### config.mk
export PLATFORM = sky130hd
export DESIGN_NAME = sbrb_queue
export DESIGN_NICKNAME = d
export VERILOG_FILES = /design/src/rtl/core/sbrb_pkg.sv /design/src/rtl/core/sbrb_queue.sv
export SDC_FILE = /design/constraint.sdc
export NUM_CORES = 1
export LEC_CHECK = 0
export BUFFER_PORTS_ARGS = -buffer_cell sky130_fd_sc_hd__clkbuf_2
export CORE_UTILIZATION = 47
export CTS_CLUSTER_SIZE = 14
export DETAILED_ROUTE_END_ITERATION = 8
export HOLD_SLACK_MARGIN = 0.12
export PLACE_DENSITY = 0.77
export SLEW_MARGIN = 10
export SYNTH_ARGS = -nofsm -noshare
export SYNTH_HDL_FRONTEND = slang
export SYNTH_SLANG_ARGS = --single-unit
### constraint.sdc
create_clock -name clk -period 3.05 [get_ports clk]
set_input_delay 0.305 -clock clk [delete_from_list [all_inputs] [get_ports clk]]
set_output_delay 0.305 -clock clk [all_outputs]
set_load 0.03 [all_outputs]
### src/rtl/core/sbrb_pkg.sv
`timescale 1ns / 1ps
// ----------------------------------------------------------------------------
// sbrb_pkg: shared types and codes of the seekable byte ring buffer
// Command, origin and status codes, the operation queue entry and the
// state type of the back end.
// ----------------------------------------------------------------------------
package sbrb_pkg;

	// widest ring index carried in a queue entry (ring of up to 65536 slots)
	localparam int SLOT_W = 16;
	// longest read that returns bytes
	localparam int MAX_READ_RUN = 64;
	// operation queue depth between front and back
	localparam int QDEPTH = 4;

	typedef enum logic [2:0] {
		CMD_WRITE = 3'd0,
		CMD_ZERO  = 3'd1,
		CMD_READ  = 3'd2,
		CMD_CLEAN = 3'd3,
		CMD_SEEK  = 3'd4
	} cmd_t;

	typedef enum logic [1:0] {
		ORG_START   = 2'd0,
		ORG_CURRENT = 2'd1,
		ORG_END     = 2'd2
	} origin_t;

	typedef enum logic [1:0] {
		ST_OK         = 2'd0,
		ST_NO_DATA    = 2'd1,
		ST_NO_SPACE   = 2'd2,
		ST_BAD_OFFSET = 2'd3
	} status_t;

	typedef enum logic [1:0] {
		OP_NOTE  = 2'd0,
		OP_WRITE = 2'd1,
		OP_ZERO  = 2'd2,
		OP_READ  = 2'd3
	} op_kind_t;

	typedef enum logic {
		BK_IDLE = 1'b0,
		BK_RUN  = 1'b1
	} back_state_t;

	typedef struct packed {
		op_kind_t          kind;
		logic [SLOT_W-1:0] addr;
		logic [6:0]        n;
		logic [7:0]        wbyte;
		status_t           status;
		logic [9:0]        used;
		logic [9:0]        pos;
	} entry_t;

	typedef struct packed {
		logic   valid;
		entry_t entry;
	} head_t;

endpackage

### src/rtl/core/sbrb_queue.sv
`timescale 1ns / 1ps
// ----------------------------------------------------------------------------
// sbrb_queue: operation queue
// Short register queue that decouples the front end from the back end.
// ----------------------------------------------------------------------------
module sbrb_queue import sbrb_pkg::*; (
	input  logic   clk,
	input  logic   arst_n,
	input  logic   push,
	input  entry_t wr_entry,
	input  logic   pop,
	output head_t  head,
	output logic   full,
	output logic   empty
);

	localparam int QW = $clog2(QDEPTH);

	entry_t        slot_q [QDEPTH];
	logic [QW-1:0] wr_q, rd_q;
	logic [QW:0]   count_q;

	assign full       = (count_q == (QW+1)'(QDEPTH));
	assign empty      = (count_q == '0);
	assign head.valid = !empty;
	assign head.entry = slot_q[rd_q];

	always_ff @(posedge clk) begin
		if (push) begin
			slot_q[wr_q] <= wr_entry;
		end
	end

	always_ff @(posedge clk or negedge arst_n) begin
		if (!arst_n) begin
			wr_q    <= '0;
			rd_q    <= '0;
			count_q <= '0;
		end else begin
			if (push) begin
				wr_q <= (wr_q == QW'(QDEPTH - 1)) ? '0 : wr_q + QW'(1);
			end
			if (pop) begin
				rd_q <= (rd_q == QW'(QDEPTH - 1)) ? '0 : rd_q + QW'(1);
			end
			count_q <= count_q + (QW+1)'(push) - (QW+1)'(pop);
		end
	end

`ifndef SYNTH
	a_no_overflow: assert property (@(posedge clk) disable iff (!arst_n)
		full |-> !push || pop)
		else $error("push into full queue");
	a_no_underflow: assert property (@(posedge clk) disable iff (!arst_n)
		empty |-> !pop)
		else $error("pop from empty queue");
	a_count_bound: assert property (@(posedge clk) disable iff (!arst_n)
		count_q <= (QW+1)'(QDEPTH))
		else $error("queue count out of range");
`endif

endmodule

; ---- After elaboration in Yosys (flattened, before gate mapping)
; Memory sizes are Yosys's and may differ from the RTL's.
; Index checks and enable logic that the tools add are counted.
[word_totals]
ff_bits = 7
elab_cells = 17
ram_bits = 220
memories = 1
[classes]
addsub = 4
muxes = 4
n_reduce_logical = 2
n_eq_ne = 3
[mem_list]
columns = memory, words, width, rd, rd_clocked_by_memory_dff, write_ports, line
row1 = slot_q, 4, 55, 1, 0, 1, sbrb_queue.sv:19  ; entry_t slot_q [QDEPTH];
[ops]
columns = cell, count
row1 = $add 2x1->2 const B, 2
row2 = $eq 2x2->1 const B, 2
row3 = $mux 2, 2
row4 = $add 3x1->3, 1
row5 = $eq 3x3->1 const B, 1
row6 = $logic_not 3->1, 1
row7 = $sub 3x1->3, 1
row8 = $mux 1, 2
row9 = $logic_not 1->1, 1

; ---- Longest topological paths before layout
[logic_depth]
depth_word = 2
depth_mapped = 6

; ---- Worst setup path before layout
; Ideal clock, no wire load.
[synth_path]
path_type = reg2reg
from = register wr_q[0]
to = memory slot_q[2][0] (netlist name), enable pin
stages_incl_launch_ff = 4
setup_slack_ps = 709
arrival_ps = 1923
cell_sequence = dfrtp_1 > inv_1 > ha_1 > and2_1
[synth_lines]
columns = element, line
row1 = start: declaration, sbrb_queue.sv:20  ; logic [QW-1:0] wr_q, rd_q;
row2 = start signal: assignment, sbrb_queue.sv:41  ; wr_q <= (wr_q == QW'(QDEPTH - 1)) ? '0 : wr_q + QW'(1);
row3 = end: declaration, sbrb_queue.sv:19
; Straight into the memory's write port.

==> results by group <==
Hold path
  – Cells on Worst Hold Path: 2
  – HP Start: push
  – Hold EP: wr_q[1]
  – Worst Hold Class: in2reg

Global routing
  – Gr ovfl total: 0
  – First-pass GRT wire length: 21500 um
  – Pin count of the biggest net entering global routing: 56
  – Initial antenna violation count: 1
  – GRT Overall Usage: 0.157
  – Vias in the first global route: roughly 4200

Synthesis
  – Synth warn: 0
  – Cell count after synthesis: about 320
  – Seq/Total Area, Yosys: 0.812
  – #FFs+latches synth: between 200 and 250
  – Post-synthesis cell area: around 8300 um2
  – Avg Inst Size Synth: ~26 um2
  – Library cells used by synthesis: 20
  – Syn Nets: ~400

Detailed routing
  – Initial DRT Pass Iterations: 4
  – Avg WL per Cell: ~19 um
  – Via density: 5.22
  – Routed Antenna Nets: 0
  – 1st-iter DRT viols: between 200 and 250
  – DR vias: about 4000
  – Routed WL: ~14000 um
  – Drt drc: 0

Critical path
  – Buf/Inv on CP: 2
  – Critical path peak fanout: 33
  – Setup crit end kind: output port
  – Worst Path Required: 2.74 ns
  – CP Launch Type: flip-flop
  – Cells along the critical path: buf_4, mux4_2, clkbuf_2
  – Largest delay contributor family on the critical path: flip-flops
  – FF-to-FF Start: wr_q[0]
  – CP Data Arrival Time: around 2.3 ns
  – CP max stage delay: 0.93 ns
  – Reg2reg end: slot_q[2][16]
  – CP Class: reg2out
  – FF-to-FF setup slack: approximately 1.2 ns
  – Slowest-stage cell, CP: dfrtp_2
  – R2R depth: 3

Floorplanning
  – Die ar.: roughly 18000 um2
  – Num ports: 117
  – Core ar.: 17300 um2
  – # rows: 48
  – Die H: around 140 um
  – Die W: about 140 um
  – Initial Util: 0.483

Power
  – Power, Total: around 0.011 W
  – Leakage power: between 3 and 4 nW
  – Power per cell area: 999 nW/um2
  – Worst VDD drop: 575 uV

CTS
  – Clock sinks: ~230
  – Worst-Skew Late Latency: 0.49 ns
  – Root Driver: clkbuf_16
  – Setup bufs post-CTS: 0
  – CTS tree: yes
  – Clock buffer depth: 3
  – CTS Buf Count: 23
  – # resized after CTS: 0
  – Hold-fix buffers, CTS: 57
  – Clk slew on worst S/H paths: about 0.060 ns
  – H-tree lvl count: 1

Place
  – Port buffer count: between 100 and 150
  – Post-DP HPWL: between 8000 and 9000 um
  – GPL Wtd Cong: 0.671

Layout
  – Share of layout cells above drive strength 1: 0.417
  – Area Overhead vs Synth: 27.0%
  – Ant diodes: 0
  – Fin nets: 583

Flow run
  – Max Cap Viol: 0

STA
  – Tcrit/Tclk final: 0.850
  – Final Setup Violations: 0
  – Final hold vios: 0
  – Layout Skew: roughly 0.0042 ns
  – Max Clock Freq: 0.386 GHz
  – Min Tclk post-route: 2.59 ns
  – RSZ-0062 raised after global routing: no
  – Final setup TNS: 0 ns
  – Fin. max-slew vios: 0
  – Worst Tran Pin Value: between 0.8 and 0.9 ns
  – Max_slew headroom: 0.425

Outcome
  – Outcome: complete, no violations
layout make-up:
| type | count | area [um2] |
|---|---|---|
| clock buffers | 26 | 587 |
| clock inverters | 15 | 248 |
| fillers | 1210 | 6700 |
| inverters | 7 | 26.3 |
| multi-input cells | 78 | 1460 |
| flip-flops and latches | 227 | 6790 |
| well taps | 225 | 282 |
| repair buffers | 179 | 1210 |
cell usage after synthesis:
| library cell | count | area (um2) |
|---|---|---|
| edfxtp_1 | 220 | 6610 |
| xor2_1 | 1 | 8.76 |
| xnor2_1 | 1 | 8.76 |
| buf_4 | 2 | 15.0 |
| mux4_2 | 55 | 1240 |
| and2_1 | 4 | 25.0 |
| o21ai_0 | 2 | 10.0 |
| inv_1 | 7 | 26.3 |
| buf_6 | 4 | 45.0 |
| and3_1 | 1 | 6.26 |
| clkbuf_1 | 1 | 3.75 |
| nor2_1 | 1 | 3.75 |
| mux2_2 | 2 | 22.5 |
| nand2_1 | 1 | 3.75 |
| or3b_2 | 1 | 8.76 |
| fa_1 | 1 | 20.0 |
| dfrtp_1 | 7 | 175 |
| buf_2 | 5 | 25.0 |
| ha_1 | 7 | 87.6 |
| or3_1 | 1 | 6.26 |
placed cells by master, fill, tap and decap left out, types with 5 or more instances in the layout:
cell type,count
bufinv_16,7
inv_1,7
clkbuf_2,116
clkinv_2,6
clkbuf_16,23
buf_4,5
mux4_2,55
dfrtp_1,5
dlygate4sd3_1,57
ha_1,7
edfxtp_1,220
worst register-to-register path: stages (launching register included):
cell and delay [ns]:
dfrtp_1 0.41, inv_1 0.12, ha_1 0.17, and2_4 0.71
power breakdown:
part | leakage, nW | internal (W) | total, W | switching [W]
Combinational | 1.25 | 0.00127 | 0.00326 | 0.00199
Clock | 0.413 | 0.00197 | 0.00305 | 0.00108
Sequential | 2.10 | 0.00401 | 0.00429 | 0.000271
sequential cells by signal, indices dropped and copies added (netlist names):
| name | cells |
|---|---|
| wr_q | 2 |
| slot_q | 220 |
| count_q | 3 |
| rd_q | 2 |
metal layers:
layer / global-route usage / vias up / share of wire
li1: - / 1768 / -
met2: 0.270 / 136 / 0.51
met4: 0.0474 / 2 / 0.016
met1: 0.204 / 2026 / 0.43
met3: 0.0299 / 22 / 0.051
met5: 0 / - / 0.00091
through the flow:
stage	instances	cell area, um2	setup WS [ns]	hold WS [ns]	utilization
final	757	10600	0.457	0.162	0.613
after global routing	757	10600	0.372	0.166	0.613
after CTS	757	10600	0.408	0.135	0.613
after detailed placement	659	9190	0.951	0.157	0.531
after global placement	659	9190	0.961	0.150	0.531
after floorplan	324	8350	0.709	0.00941	-
worst max path at each step:
| stage | cells after the start | slack (ns) | start | to |
|---|---|---|---|---|
| global route | 3 | 0.37 | rd_q[1] | head[29] |
| finish | 3 | 0.46 | rd_q[1] | head[29] |
| floorplan | 3 | 0.71 | wr_q[0] | slot_q[2][0] |
| detailed placement | 3 | 0.95 | rd_q[1] | head[29] |
| global placement | 3 | 0.96 | rd_q[1] | head[29] |
| CTS | 3 | 0.41 | rd_q[1] | head[29] |
logic make-up after synthesis:
logic type      count (synthesis)  share of synthesized area
compound gates                  2                    0.00120
xor+xnor                        2                    0.00210
fa+ha+maj                       8                     0.0129
buf+inv                        19                     0.0138
flops                         227                      0.812
mux                            57                      0.151
simple gates                    9                    0.00645
(Power assumes the default switching activity.)
