--- src/rtl/core/sbrb_pkg.sv ---
`timescale 1ns / 1ps
// ----------------------------------------------------------------------------
// sbrb_pkg: shared types and codes of the seekable byte ring buffer
// Command, origin and status codes, the operation queue entry and the
// state type of the back end.
// ----------------------------------------------------------------------------
package sbrb_pkg;

	// widest ring index carried in a queue entry (ring of up to 65536 slots)
	localparam int SLOT_W = 16;
	// longest read that returns bytes
	localparam int MAX_READ_RUN = 64;
	// operation queue depth between front and back
	localparam int QDEPTH = 4;

	typedef enum logic [2:0] {
		CMD_WRITE = 3'd0,
		CMD_ZERO  = 3'd1,
		CMD_READ  = 3'd2,
		CMD_CLEAN = 3'd3,
		CMD_SEEK  = 3'd4
	} cmd_t;

	typedef enum logic [1:0] {
		ORG_START   = 2'd0,
		ORG_CURRENT = 2'd1,
		ORG_END     = 2'd2
	} origin_t;

	typedef enum logic [1:0] {
		ST_OK         = 2'd0,
		ST_NO_DATA    = 2'd1,
		ST_NO_SPACE   = 2'd2,
		ST_BAD_OFFSET = 2'd3
	} status_t;

	typedef enum logic [1:0] {
		OP_NOTE  = 2'd0,
		OP_WRITE = 2'd1,
		OP_ZERO  = 2'd2,
		OP_READ  = 2'd3
	} op_kind_t;

	typedef enum logic {
		BK_IDLE = 1'b0,
		BK_RUN  = 1'b1
	} back_state_t;

	typedef struct packed {
		op_kind_t          kind;
		logic [SLOT_W-1:0] addr;
		logic [6:0]        n;
		logic [7:0]        wbyte;
		status_t           status;
		logic [9:0]        used;
		logic [9:0]        pos;
	} entry_t;

	typedef struct packed {
		logic   valid;
		entry_t entry;
	} head_t;

endpackage

--- src/rtl/core/sbrb_front.sv ---
`timescale 1ns / 1ps
// ----------------------------------------------------------------------------
// sbrb_front: command front end
// Accepts commands, checks them against the ring bookkeeping, updates the
// indices and counts at once and queues the memory work for the back end.
// ----------------------------------------------------------------------------
module sbrb_front import sbrb_pkg::*; #(
	parameter int RING_SLOTS = 1024,
	localparam int PW = $clog2(RING_SLOTS)
) (
	input  logic               clk,
	input  logic               arst_n,
	input  logic               accept,
	input  logic [2:0]         command,
	input  logic [7:0]         write_byte,
	input  logic [6:0]         count,
	input  logic               discard,
	input  logic               cleanup,
	input  logic signed [10:0] seek_offset,
	input  logic [1:0]         seek_origin,
	input  logic               cfg_we,
	input  logic [9:0]         capacity,
	output logic               push,
	output entry_t             entry,
	output logic [PW-1:0]      cap
);

	localparam int XW   = PW + 1;
	localparam int CMPW = ((PW > 7) ? PW : 7) + 1;
	localparam int SW   = ((PW > 11) ? PW : 11) + 2;
	localparam int CFW  = (PW > 10) ? PW : 10;
	localparam int CAP_RST = (1023 > RING_SLOTS - 1) ? RING_SLOTS - 1 : 1023;

	logic [PW-1:0] cap_q, oldest_q, append_q, held_q, rp_q;
	logic [PW-1:0] oldest_d, append_d, held_d, rp_d;
	logic [XW-1:0] slots;
	logic [CMPW-1:0] free_w, fresh_w, cnt_w;
	logic [PW-1:0] cnt_p, rp_sum;
	logic signed [SW-1:0] off_s, base_s, target_s, held_s;
	logic origin_bad;
	logic seek_bad;
	logic [CFW-1:0] cfg_ext;
	logic [PW-1:0] cap_new;

	function automatic logic [PW-1:0] wrap_add(input logic [PW-1:0] a,
		input logic [PW-1:0] b, input logic [XW-1:0] s);
		logic [XW-1:0] t;
		t = XW'(a) + XW'(b);
		if (t >= s) begin
			t = t - s;
		end
		return t[PW-1:0];
	endfunction

	always_comb begin
		slots   = XW'(cap_q) + XW'(1);
		free_w  = CMPW'(cap_q - held_q);
		fresh_w = CMPW'(held_q - rp_q);
		cnt_w   = CMPW'(count);
		cnt_p   = cnt_w[PW-1:0];
		rp_sum  = rp_q + cnt_p;
		off_s   = SW'(seek_offset);
		held_s  = signed'(SW'(held_q));
		origin_bad = 1'b0;
		case (origin_t'(seek_origin))
			ORG_START:   base_s = '0;
			ORG_CURRENT: base_s = signed'(SW'(rp_q));
			ORG_END:     base_s = held_s;
			default: begin
				base_s     = '0;
				origin_bad = 1'b1;
			end
		endcase
		target_s = base_s + off_s;
		seek_bad = origin_bad || (target_s < 0) || (target_s > held_s);
	end

	always_comb begin
		oldest_d     = oldest_q;
		append_d     = append_q;
		held_d       = held_q;
		rp_d         = rp_q;
		entry.kind   = OP_NOTE;
		entry.addr   = '0;
		entry.n      = 7'd1;
		entry.wbyte  = write_byte;
		entry.status = ST_OK;
		case (cmd_t'(command))
			CMD_WRITE: begin
				if (free_w == '0) begin
					entry.status = ST_NO_SPACE;
				end else begin
					entry.kind = OP_WRITE;
					entry.addr = SLOT_W'(append_q);
					append_d   = wrap_add(append_q, PW'(1), slots);
					held_d     = held_q + PW'(1);
				end
			end
			CMD_ZERO: begin
				if (count != 7'd0) begin
					if (free_w < cnt_w) begin
						entry.status = ST_NO_SPACE;
					end else begin
						entry.kind = OP_ZERO;
						entry.n    = count;
						entry.addr = SLOT_W'(append_q);
						append_d   = wrap_add(append_q, cnt_p, slots);
						held_d     = held_q + cnt_p;
					end
				end
			end
			CMD_READ: begin
				if (count != 7'd0) begin
					if ((fresh_w < cnt_w) || (!discard && (count > 7'(MAX_READ_RUN)))) begin
						entry.status = ST_NO_DATA;
					end else begin
						if (!discard) begin
							entry.kind = OP_READ;
							entry.n    = count;
							entry.addr = SLOT_W'(wrap_add(oldest_q, rp_q, slots));
						end
						if (cleanup) begin
							oldest_d = wrap_add(oldest_q, rp_sum, slots);
							held_d   = held_q - rp_sum;
							rp_d     = '0;
						end else begin
							rp_d = rp_sum;
						end
					end
				end
			end
			CMD_CLEAN: begin
				oldest_d = wrap_add(oldest_q, rp_q, slots);
				held_d   = held_q - rp_q;
				rp_d     = '0;
			end
			CMD_SEEK: begin
				if (seek_bad) begin
					entry.status = ST_BAD_OFFSET;
				end else begin
					rp_d = target_s[PW-1:0];
				end
			end
			default: begin
			end
		endcase
		entry.used = 10'(held_d);
		entry.pos  = 10'(rp_d);
	end

	// zero selects the largest capacity, too large saturates
	always_comb begin
		cfg_ext = CFW'(capacity);
		if ((cfg_ext == '0) || (cfg_ext > CFW'(RING_SLOTS - 1))) begin
			cap_new = PW'(RING_SLOTS - 1);
		end else begin
			cap_new = cfg_ext[PW-1:0];
		end
	end

	always_ff @(posedge clk or negedge arst_n) begin
		if (!arst_n) begin
			cap_q    <= PW'(CAP_RST);
			oldest_q <= '0;
			append_q <= '0;
			held_q   <= '0;
			rp_q     <= '0;
		end else if (cfg_we) begin
			cap_q    <= cap_new;
			oldest_q <= '0;
			append_q <= '0;
			held_q   <= '0;
			rp_q     <= '0;
		end else if (accept) begin
			oldest_q <= oldest_d;
			append_q <= append_d;
			held_q   <= held_d;
			rp_q     <= rp_d;
		end
	end

	assign push = accept && !cfg_we;
	assign cap  = cap_q;

`ifndef SYNTH
	a_pos_in_held: assert property (@(posedge clk) disable iff (!arst_n)
		rp_q <= held_q)
		else $error("read position beyond held bytes");
	a_held_in_cap: assert property (@(posedge clk) disable iff (!arst_n)
		held_q <= cap_q)
		else $error("held bytes exceed capacity");
	a_cfg_empties: assert property (@(posedge clk) disable iff (!arst_n)
		cfg_we |=> (held_q == '0) && (rp_q == '0) && (append_q == '0))
		else $error("capacity write did not empty the ring");
`endif

endmodule

--- config.mk ---
export PLATFORM = sky130hd
export DESIGN_NAME = sbrb_front
export DESIGN_NICKNAME = d
export VERILOG_FILES = /design/src/rtl/core/sbrb_pkg.sv /design/src/rtl/core/sbrb_front.sv
export SDC_FILE = /design/constraint.sdc
export NUM_CORES = 1
export LEC_CHECK = 0
export BUFFER_PORTS_ARGS = -buffer_cell sky130_fd_sc_hd__buf_2
export CAP_MARGIN = 15
export CORE_MARGIN = 2
export CORE_UTILIZATION = 41
export DETAILED_ROUTE_END_ITERATION = 7
export PLACE_DENSITY = 0.62
export SLEW_MARGIN = 5
export SYNTH_ARGS = -nofsm -noshare
export SYNTH_HDL_FRONTEND = slang
export SYNTH_SLANG_ARGS = --single-unit
--- constraint.sdc ---
create_clock -name clk -period 5.8 [get_ports clk]
set_input_delay 0.29 -clock clk [delete_from_list [all_inputs] [get_ports clk]]
set_output_delay 0.29 -clock clk [all_outputs]
set_load 0.01 [all_outputs]
# --- Word level (Yosys, flattened, before mapping) ---
# Index checks and enable logic that the tools add are counted.
word_totals:
  ff_bits: 50
  latchBits: 0
  mem_bits_rw: 0
  rom_bits: 0
  inputBits: 47
  output_inout_bits: 66
  wordCells: 113
  mem_count: 0
classes:
  addsub: 17
  multipliers: 0
  div_mod_pow: 0
  magnitude_cmp: 10
  n_eq_ne: 12
  shifts: 0
  mux: 50
  n_bitwise: 0
  reduce_logical: 19
op_table:
  columns: ["operator", "count"]
  rows:
  - ["10-bit 2-to-1 mux", 29]
  - ["25-bit 2-to-1 mux", 5]
  - ["10-bit one-hot mux with 2 select lines", 3]
  - ["10-bit subtractor", 6]
  - ["18-bit one-hot mux with 3 select lines", 1]
  - ["11-bit greater-or-equal comparator", 4]
  - ["10-bit one-hot mux with 4 select lines", 1]
  - ["10-bit one-hot mux with 3 select lines", 1]
  - ["10-bit by 1-bit adder with 11-bit output, second input constant", 2]
  - ["10-bit by 10-bit adder with 11-bit output", 2]
  - ["11-bit by 7-bit < comparator with 1-bit output", 2]
  - ["10-bit by 10-bit subtractor with 11-bit output", 2]
  - ["10-bit by 7-bit adder with 10-bit output", 2]
  - ["3-bit inequality test, second input constant", 6]
  - ["17-bit 2-to-1 mux", 1]
  - ["7-bit one-hot mux with 2 select lines", 1]
  - ["11-bit by 11-bit adder with 12-bit output", 1]
  - ["12-bit by 11-bit greater-than comparator with 1-bit output", 1]
  - ["12-bit by 1-bit < comparator with 1-bit output, second input constant", 1]
  - ["10-bit by 7-bit adder with 11-bit output", 1]
  - ["11-bit zero test", 1]
  - ["10-bit by 1-bit adder with 10-bit output, second input constant", 1]
  - ["10-bit greater-than comparator, second input constant", 1]
  - ["10-bit zero test", 1]
  - ["19 further kinds", 32]

# --- Logic depth before layout (Yosys ltp) ---
# Gate-level depths: netlist of run 1.
logic_depth:
  ltp_word: 10
  ltp_mapped: 25

# --- Worst setup path after synthesis of run 1 ---
# OpenSTA, ideal clock, no wires.
synth_timing:
  path_type: "register -> register"
  startpoint: "register rp_q[0]"
  endpoint: "register oldest_q[9]"
  setup_time_ns: 0.122
  t_arrival_ns: 4.613
  slack_ns: 1.066
  path_stages_with_launch: 22
  n_path_buf: 1
  period_less_slack_ns: 4.734
  cell_sequence: "dfrtp_1 > ha_1 > inv_1 > fa_1 > inv_1 > ha_1 > a21o_1 > a21oi_1 > o21ai_0 > or4_1 > a41o_1 > a21oi_1 > xnor2_1 > ha_1 > nand4_1 > nor3_1 > a211o_1 > a31oi_4 > buf_2 > mux2i_1 > nand2_1 > a32o_1"
synth_between:
  elab_chain_cells: 10
synth_lines:
  columns: ["element", "line", "rtl"]
  rows:
  - ["from (decl)", "sbrb_front.sv:34", "logic [PW-1:0] cap_q, oldest_q, append_q, held_q, rp_q;"]
  - ["from (signal assigned)", "sbrb_front.sv:178", "rp_q <= rp_d;"]
  - ["10-bit by 7-bit adder with 10-bit output", "sbrb_front.sv:61", "rp_sum = rp_q + cnt_p;"]
  - ["10-bit by 10-bit adder with 11-bit output", "sbrb_front.sv:48", "t = XW'(a) + XW'(b);"]
  - ["10-bit subtractor / 11-bit greater-or-equal comparator (equally long branches)", "sbrb_front.sv:50, sbrb_front.sv:49", null]
  - ["10-bit 2-to-1 mux", "sbrb_front.sv:49", "if (t >= s) begin"]
  - ["10-bit 2-to-1 mux", "sbrb_front.sv:122", "if (cleanup) begin"]
  - ["10-bit 2-to-1 mux", "sbrb_front.sv:114", "if ((fresh_w < cnt_w) || (!discard && (count > 7'(MAX_READ_RUN)))) begin"]
  - ["10-bit 2-to-1 mux", "sbrb_front.sv:113", "if (count != 7'd0) begin"]
  - ["10-bit one-hot mux with 2 select lines", "sbrb_front.sv:88", "case (cmd_t'(command))"]
  - ["10-bit 2-to-1 mux", "sbrb_front.sv:174", "end else if (accept) begin"]
  - ["10-bit 2-to-1 mux", "sbrb_front.sv:168", "end else if (cfg_we) begin"]
  - ["to (signal assigned)", "sbrb_front.sv:175", "oldest_q <= oldest_d;"]
  - ["to (decl)", "sbrb_front.sv:34", null]
# Parallel ways exist; a longest one is shown, timed or not. The select of a mux whose other input is x is not followed.
# A chain may end at the register's enable or synchronous reset.

==> results of run 1 <==
[power breakdown]
| part | internal (mW) | switching, mW | leakage (nW) |
|---|---|---|---|
| logic | 0.495 | 0.753 | 4.54 |
| clock network | 0.162 | 0.156 | 0.0685 |
| registers | 0.371 | 0.0430 | 0.655 |
[path summary, 6_finish.rpt]
| kind | from | endpoint | slack, ps |
|---|---|---|---|
| worst min-delay path | arst_n | held_q[9]$_DFFE_PN0P_ | 140 |
| max in group asynchronous | arst_n | rp_q[5]$_DFFE_PN0P_ | 5180 |
| worst min register to register | oldest_q[9]$_DFFE_PN0P_ | oldest_q[9]$_DFFE_PN0P_ | 550 |
| min in group clk | capacity[1] | cap[1]$_DFFE_PN1P_ | 210 |
| worst max register to register | rp_q[1]$_DFFE_PN0P_ | oldest_q[9]$_DFFE_PN0P_ | 590 |
| worst max-delay path | rp_q[0]$_DFFE_PN0P_ | entry[10] | 380 |
[synthesized netlist by cell type (12+ instances only)]
master	instances
nor2b_1	22
dfrtp_1	40
o21bai_1	14
xnor2_1	72
ha_1	152
a211oi_1	24
nand3_1	43
or3_1	18
inv_1	96
buf_4	16
and2_1	12
a21oi_1	132
o21a_1	15
fa_1	13
mux2i_1	25
nor3_1	54
nor2_1	122
o21ai_0	78
a31oi_1	12
o211ai_1	13
xor2_1	36
nand2_1	101
clkbuf_1	29
a22o_1	14
nand4_1	15
a21o_1	27
[flip-flops by register name (all words and copies together), names as in the netlist]
register,cells
cap,10
oldest_q,10
append_q,10
held_q,10
rp_q,10
[routing by layer]
layer,GRT usage,up-vias,part of all wire
met2,0.443,492,0.44
li1,-,5216,-
met3,0.0384,104,0.082
met1,0.382,5234,0.44
met4,0.108,2,0.042
met5,0,-,0.00029
[worst reg2reg max path: cells and delay by family (launching register included)]
kind	cells	cell delay [ps]
compound gates	8	1880
xor+xnor	1	160
fa+ha+maj	3	1260
buf+inv	2	310
flops	1	550
mux	1	240
simple gates	4	700
[cell families after synthesis]
logic type	after synthesis	synth area share
flip-flops	50	0.121
AND/OR/NAND/NOR	445	0.207
AO/OA/AOI/OAI	440	0.281
XOR/XNOR	108	0.0904
buffers and inverters	154	0.0641
other	1	0.000358
adder cells (fa/ha/maj)	165	0.207
multiplexers	30	0.0293
[metrics by stage]
step                      total power [mW]  cells  utilization  hold slack [ps]
final                                 1.98   1789        0.451              136
after global routing                  2.13   1788        0.451              180
after CTS                             1.96   1786        0.450              152
after detailed placement              1.64   1778        0.445              488
after global placement                1.63   1778        0.445              478
after floorplan                       1.32   1398            -            -5.59
[cell usage in the layout (no fill, tap or decap), types with 22 or more instances in the layout]
cell type	count
xor2_1	36
mux2i_1	25
dfrtp_1	40
nor3_1	54
a21o_1	27
nand3_1	43
o21ai_0	78
buf_2	91
a21oi_1	132
ha_1	152
a211oi_1	24
inv_1	96
nand2_1	101
nor2b_1	22
nor2_1	122
xnor2_1	72
[layout make-up]
class | count | share of cell area
repair buffers | 108 | 0.0515
inverters | 97 | 0.0322
flip-flops and latches | 50 | 0.112
clock inverters | 1 | 0.000553
clock buffers | 7 | 0.0117
well taps | 330 | 0.0365
multi-input cells | 1194 | 0.755
diodes | 2 | 0.000442
==> results.md, run 1 <==
CTS:
- After clock tree synthesis, the clock-pin slew on the worst setup and hold paths is 80 ps.
- The TritonCTS buffer count is 5.
- The number of gates resized after CTS is 0.
- The root buffer selected by CTS is clkbuf_16.
- The H-tree depth is 2.
- The clock insertion delay at the later pin of the skew report is just over 300 ps.
- TritonCTS built the clock tree.
- The deepest clock path buffer count is 2.
- Once the clock tree was built, the setup fixing pass inserted 0 buffers.
- For this design, the sink count on the clock tree is 50.
- The number of hold buffers added after CTS was 0.

Place:
- The post-detailed-placement half-perimeter wirelength is 30000 µm.
- The cell area after placement is between 10000 and 15000 µm².
- Before CTS, the worst setup slack after placement is ~600 ps.
- The congestion estimate from routability-driven global placement came to 0.960.
- The number of buffer cells added on primary ports is 90.

Synth:
- Sorting the synthesized cells by area gives the leading types as ha_1, dfrtp_1, a21oi_1, xnor2_1, nor2_1.
- In this run, synthesis produced a sequential element count of 50.
- The largest area contributor in the netlist is ha_1.
- The count of flip-flops with a built-in enable after synthesis is 0.
- The average instance in the mapped netlist occupies 7.51 µm².
- After synthesis, the share of flip-flops with an asynchronous set or reset is 1.00.
- The count of unique library cells instantiated by Yosys is 87.
- The share of the synthesized area in the top cell type is 0.182.
- The share of the Yosys chip area taken by registers is 0.121.
- In the synthesized netlist, the number of instances is approximately 1400.
- The mapped cell area is 10500 µm².
- In the synthesized netlist the dominant register cell turns out to be dfrtp_1.
- The yosys synthesis warning count is 0.

Worst setup path:
- For this design, the slowest cell found on the critical path is o211ai_2.
- In this design, the stage delay of the slowest critical-path cell is 670 ps.
- In this run the number of cells on the critical path is 20.
- The critical path is of the flip-flop to primary output type.
- The number of cells on the worst reg-to-reg path is 19.
- In this run the worst path has a maximum fanout of 12.
- The critical path contains buffers and inverters numbering 3 combined.
- The worst setup path is captured at a primary output.
- At the worst endpoint, the arrival time is 5130 ps.
- STA puts the critical path data required time at 5510 ps.
- The cell family with the largest share of critical-path delay is compound AO/OA/AOI/OAI gates.
- The signal on the critical path passes through ha_1 -> inv_1 -> fa_1 -> a21oi_1 -> nor2b_1 -> nor2_1 -> xnor2_1 -> ha_1 -> a21o_1 -> a21oi_1 -> o21ai_0 -> a221oi_2 -> o21ai_2 -> o211ai_2 -> buf_4 -> mux2i_1 -> o211ai_1 -> and3_1 -> a21oi_1 -> buf_2.
- The startpoint class of the critical path is a flip-flop.
- The cell with the most instances on the worst path is a21oi_1.

Global route:
- After global routing the overflow that remains totals 0.
- The overall global routing resource usage is 0.279.
- The initial antenna violation count is 3.
- The number of global-route vias before repair is between 10000 and 15000.
- Entering global routing, the biggest net connects 51 pins.
- The first global-routing pass estimated 57800 µm of wire.

Run:
- Max-cap violations in this run came to 0.

STA:
- At the pin with the least slew margin, the transition time is 1020 ps.
- Summed over all failing endpoints, the final setup total negative slack is 0 ps.
- In the finished design, the share of the clock period the worst path needs comes to 0.934.
- Setup violations remaining at the end of the flow were counted as 0.
- After layout, the minimum clock period comes to around 5400 ps.
- Setup repair after global routing left no endpoint under its margin.
- The final number of hold-violating endpoints was 0.
- The setup clock skew after layout is about 8.6 ps.
- For this run, the top clock speed supported by timing is 185 MHz.
- Setup slack on the critical path of the routed design comes to 383 ps.
- The count of pins over their slew limit is 0.
- The max-slew headroom at the worst pin is 0.317.

Finish:
- The flip-flop and latch area is between 1000 and 1500 µm².
- The number of nets at the end of the flow is roughly 1700.
- In the final layout, the share of cells above drive strength 1 is 0.110.
- The multi-input gate area in the final layout is approximately 8500 µm².
- The post-layout instance area is 11300 µm².
- Fill cells in the final layout number 2606.
- Relative to the synthesized area, the layout overhead comes to 8.14%.

Detailed routing:
- In the routed design, unresolved DRC markers number 0.
- Across all layers, the routed design uses 11000 vias.
- After detailed routing, the total wire length is 37500 µm.
- The count of nets left with antenna violations once routing finished came out at 0.
- The wire length per cell is 20.9 µm.
- Using the TritonRoute via totals, the vias-per-cell ratio works out to just over 6.
- The pre-antenna-repair detailed-routing pass consisted of 7 iterations.
- The number of DRC markers after the initial detailed-route iteration is 989.

Floorplan:
- Measured along the x axis, the die boundary spans 164 µm.
- The floorplan step defined a core boundary enclosing about 25000 µm².
- The area of the die is 26800 µm².
- The initial core utilization is 0.417.
- From bottom edge to top edge, the die measures 164 µm.
- The number of rows created at floorplan is 58.
- The I/O pin count is 113.

Hold path:
- The path class of the lowest-slack min-delay path is primary input to asynchronous set/reset pin.

Power and ir drop:
- For this design the ratio of total power to cell area is 175 nW/µm².
- The leakage power total is 5.26 nW.
- The largest voltage drop on the vdd net is 0.000112 V.

Run status:
- The flow ran to the end, and the final reports show no timing, DRC or antenna violations.
Note: power is estimated with default switching activity, not from simulation.
==> run 2, diff against run 1 <==
--- a/config.mk
+++ b/config.mk
@@ -10,7 +10,7 @@
 export CORE_MARGIN = 2
 export CORE_UTILIZATION = 41
 export DETAILED_ROUTE_END_ITERATION = 7
-export PLACE_DENSITY = 0.62
+export PLACE_DENSITY = 0.57
 export SLEW_MARGIN = 5
 export SYNTH_ARGS = -nofsm -noshare
 export SYNTH_HDL_FRONTEND = slang
==> run 2 against run 1 <==
Compared with the run above:
- clock power is 16% higher
- final cell count is 0.28% higher
- register-to-register slack better by 30 ps
- critical path type is now primary input to primary output
- critical endpoint is now entry[2]
- largest power group unchanged
- highest routed layer is now met4
==> results.md, run 2 (synthesis gave the netlist of run 1 again) <==
Run status:
- The flow ran to the end, and the final reports show no timing, DRC or antenna violations.

Global route:
- Entering global routing, the biggest net connects 51 pins.
- The aggregate global routing overflow is 0.
- The first-pass GRT wire length is 58000 µm.
- The overall global routing resource usage is 0.280.
- The number of global-route vias before repair is approximately 10000.
- The initial antenna violation count is 1.

Place:
- The number of buffer cells added on primary ports is 90.
- The post-detailed-placement half-perimeter wirelength is 30400 µm.
- The routability-driven placement congestion ratio is 0.932.
- The post-placement worst setup slack is between 300 and 400 ps.

STA:
- Derived from the worst setup path, the maximum achievable clock frequency is 185 MHz.
- The worst pin sits at a relative slew slack of 0.242.
- Setup repair after global routing left no endpoint under its margin.
- The tightest hold margin is about 120 ps.
- The total negative slack for setup checks is 0 ps.
- The final number of setup-violating endpoints is 0.
- The count of pins over their slew limit is 0.
- In the finished design, the share of the clock period the worst path needs comes to 0.932.
- The setup clock skew after layout is 9.25 ps.
- The final number of hold-violating endpoints was 0.
- The worst path in the final design needs a cycle of 5400 ps, including I/O delays and setup.
- The measured slew at the worst slew-check pin is 1130 ps.
- The post-route worst setup slack is 396 ps.

Power and ir drop:
- The internal power of the cells totals 1.07 mW.
- The leakage power total is about 5.3 nW.
- The clock network power share is 0.180.
- Of the total power, the share spent switching nets is 0.474.
- VDD sags by at most 0.000121 V.
- For this design the total switching power over the nets is 0.965 mW.
- Of the total power, registers draw 0.204.
- Of the total power, combinational logic draws 0.616.
- In this run the power density over the cells is 179 nW/µm².

Worst setup path:
- Data on the critical path arrives at its endpoint at ~5100 ps.
- The startpoint class of the critical path is a primary input.
- Of all nets on the critical path, the largest fanout is 10.
- The largest stage delay on the critical path is roughly 400 ps.
- The worst setup path is captured at a primary output.
- The signal on the critical path passes through buf_2 -> inv_1 -> ha_1 -> a22oi_1 -> or2_2 -> inv_1 -> ha_1 -> a21oi_1 -> o211ai_1 -> o21ai_0 -> nor2_1 -> nor3_1 -> xor2_1 -> inv_1 -> ha_1 -> nand2_1 -> nor3_1 -> a21oi_1 -> nor3_4 -> buf_4 -> nand3_1 -> o21ai_0 -> buf_2.
- The setup path with the least slack is of type primary input to primary output.
- The slowest stage of the critical path belongs to the cell ha_1.
- The number of buffer and inverter stages on the critical path is 6.
- For the worst setup path, the data required time is 5510 ps.
- The kind of cell with the highest combined delay along the critical path is simple AND/OR/NAND/NOR gates.

Floorplan:
- The floorplan die width is between 150 and 200 µm.
- In this run the standard cell core region covers 25100 µm².
- The floorplan has 58 rows.
- The die covers 26800 µm².
- The height of the chip is 164 µm.
- The initial utilization of the core area, before any placement, comes to 0.417.
- In this run the count of I/O pins placed on the die edge is ~110.

Detailed routing:
- The detail route stage leaves a number of antenna-violating nets equal to 0.
- Before antenna repair, the detailed router went through 5 iterations.
- For this run, design rule violations remaining after detail routing come to 0.
- The detailed-route vias per instance is roughly 6.1.
- For this block, the initial DRC count from the detailed router was 927.
- The aggregate routed wire length is 38000 µm.
- The total number of vias is 10900.
- The wire length per cell is between 20 and 25 µm.

CTS:
- The TritonCTS buffer count is 5.
- The number of hold buffers added after CTS was 0.
- The deepest clock path buffer count is 2.
- Clock latency on the worst-skew pair, taken at its later pin, is 310 ps.
- The tree built by TritonCTS fans out to 50 sinks.
- The CTS tree is built.
- In this run the clock root is driven by a clkbuf_16.
- After clock tree synthesis, the clock-pin slew on the worst setup and hold paths is approximately 80 ps.
- In this run the number of H-tree levels came out at 2.

Finish:
- The ratio of cells with drive above 1 in the final layout is 0.114.
- From synthesis to final layout, the design area changed by 8.81%.
- The library cells used most frequently in the layout, excluding fill and tap cells, are ha_1, a21oi_1, nor2_1.
- After the last flow step, the layout net total stands at ~1700.
- Leaving out fill and tap cells, the most frequent cell in the layout is ha_1.

Run:
- Max-cap violations in this run came to 0.

Hold path:
- The min-delay analysis places its worst path in the category primary input to asynchronous set/reset pin.
-- run 2: cell count changes in the layout (fill, tap and decap cells not counted) --
| cell | delta |
|---|---|
| buf_2 | -1 |
| buf_4 | +7 |
| dfrtp_2 | +1 |
| inv_4 | -1 |
| dfrtp_1 | -1 |
| bufinv_16 | +1 |
| diode_2 | -1 |
-- run 2: final timing paths --
kind                            depth (start not counted)               startpoint  slack [ps]                 endpoint
worst max register to register                         20      rp_q[1]$_DFFE_PN0P_         620  oldest_q[9]$_DFFE_PN0P_
worst min register to register                          1  oldest_q[9]$_DFFE_PN0P_         570  oldest_q[9]$_DFFE_PN0P_
min in group clk                                        2              capacity[2]         200       cap[2]$_DFFE_PN1P_
worst min-delay path                                    2                   arst_n         120    held_q[6]$_DFFE_PN0P_
max in group asynchronous                               2                   arst_n        5150    held_q[1]$_DFFE_PN0P_
worst max-delay path                                   23           seek_origin[1]         400                 entry[2]
-- run 2: stage by stage --
stage	util	power, mW	cells	instance area (µm²)
detailed placement	0.446	1.64	1782	11200
floorplan	-	1.32	1398	10500
finish	0.453	2.04	1794	11400
CTS	0.452	2.02	1790	11400
global placement	0.446	1.64	1782	11200
global route	0.453	2.17	1793	11400
-- run 2: worst register-to-register path, cell delays in order, from the launching register on --
cell	delay (ps)
dfrtp_1	540
inv_1	190
fa_1	470
nor2b_1	130
o21ai_0	110
a21boi_0	210
o21ai_0	110
nand2b_1	140
xor2_1	220
ha_1	280
or2_2	300
a21oi_1	150
a21oi_1	80
xor2_1	210
ha_1	310
and3_1	200
a221o_1	380
a31oi_4	470
mux2i_1	240
nand2_1	70
a32o_1	270
-- run 2: cell type report --
class	count	area [µm²]
diodes	1	2.50
clock buffers	7	133
clock inverters	1	30.0
fillers	2649	13700
inverters	97	364
multi-input cells	1194	8550
flip-flops and latches	50	1260
well taps	330	413
repair buffers	114	631
-- run 2: timing repair --
item                       in CTS  in global routing
setup endpoints to repair       0                  6
resized for setup               0                  1
setup buffers                   0                  3
-- run 2: power groups by stage --
stage / logic (mW) / clock network (mW) / registers, mW
6_report: 1.26 / 0.368 / 0.415
5_1_grt: 1.38 / 0.380 / 0.417
4_1_cts: 1.23 / 0.371 / 0.413
3_5_place_dp: 1.22 / 0 / 0.420
3_3_place_gp: 1.22 / 0 / 0.420
2_1_floorplan: 0.913 / 0 / 0.405
-- run 2: layer usage --
| layer | track usage | vias to the layer above | share of wire |
|---|---|---|---|
| met5 | 0 | - | 0 |
| met4 | 0.0949 | 0 | 0.032 |
| met3 | 0.0371 | 71 | 0.080 |
| met2 | 0.433 | 477 | 0.44 |
| met1 | 0.400 | 5140 | 0.45 |
| li1 | - | 5228 | - |
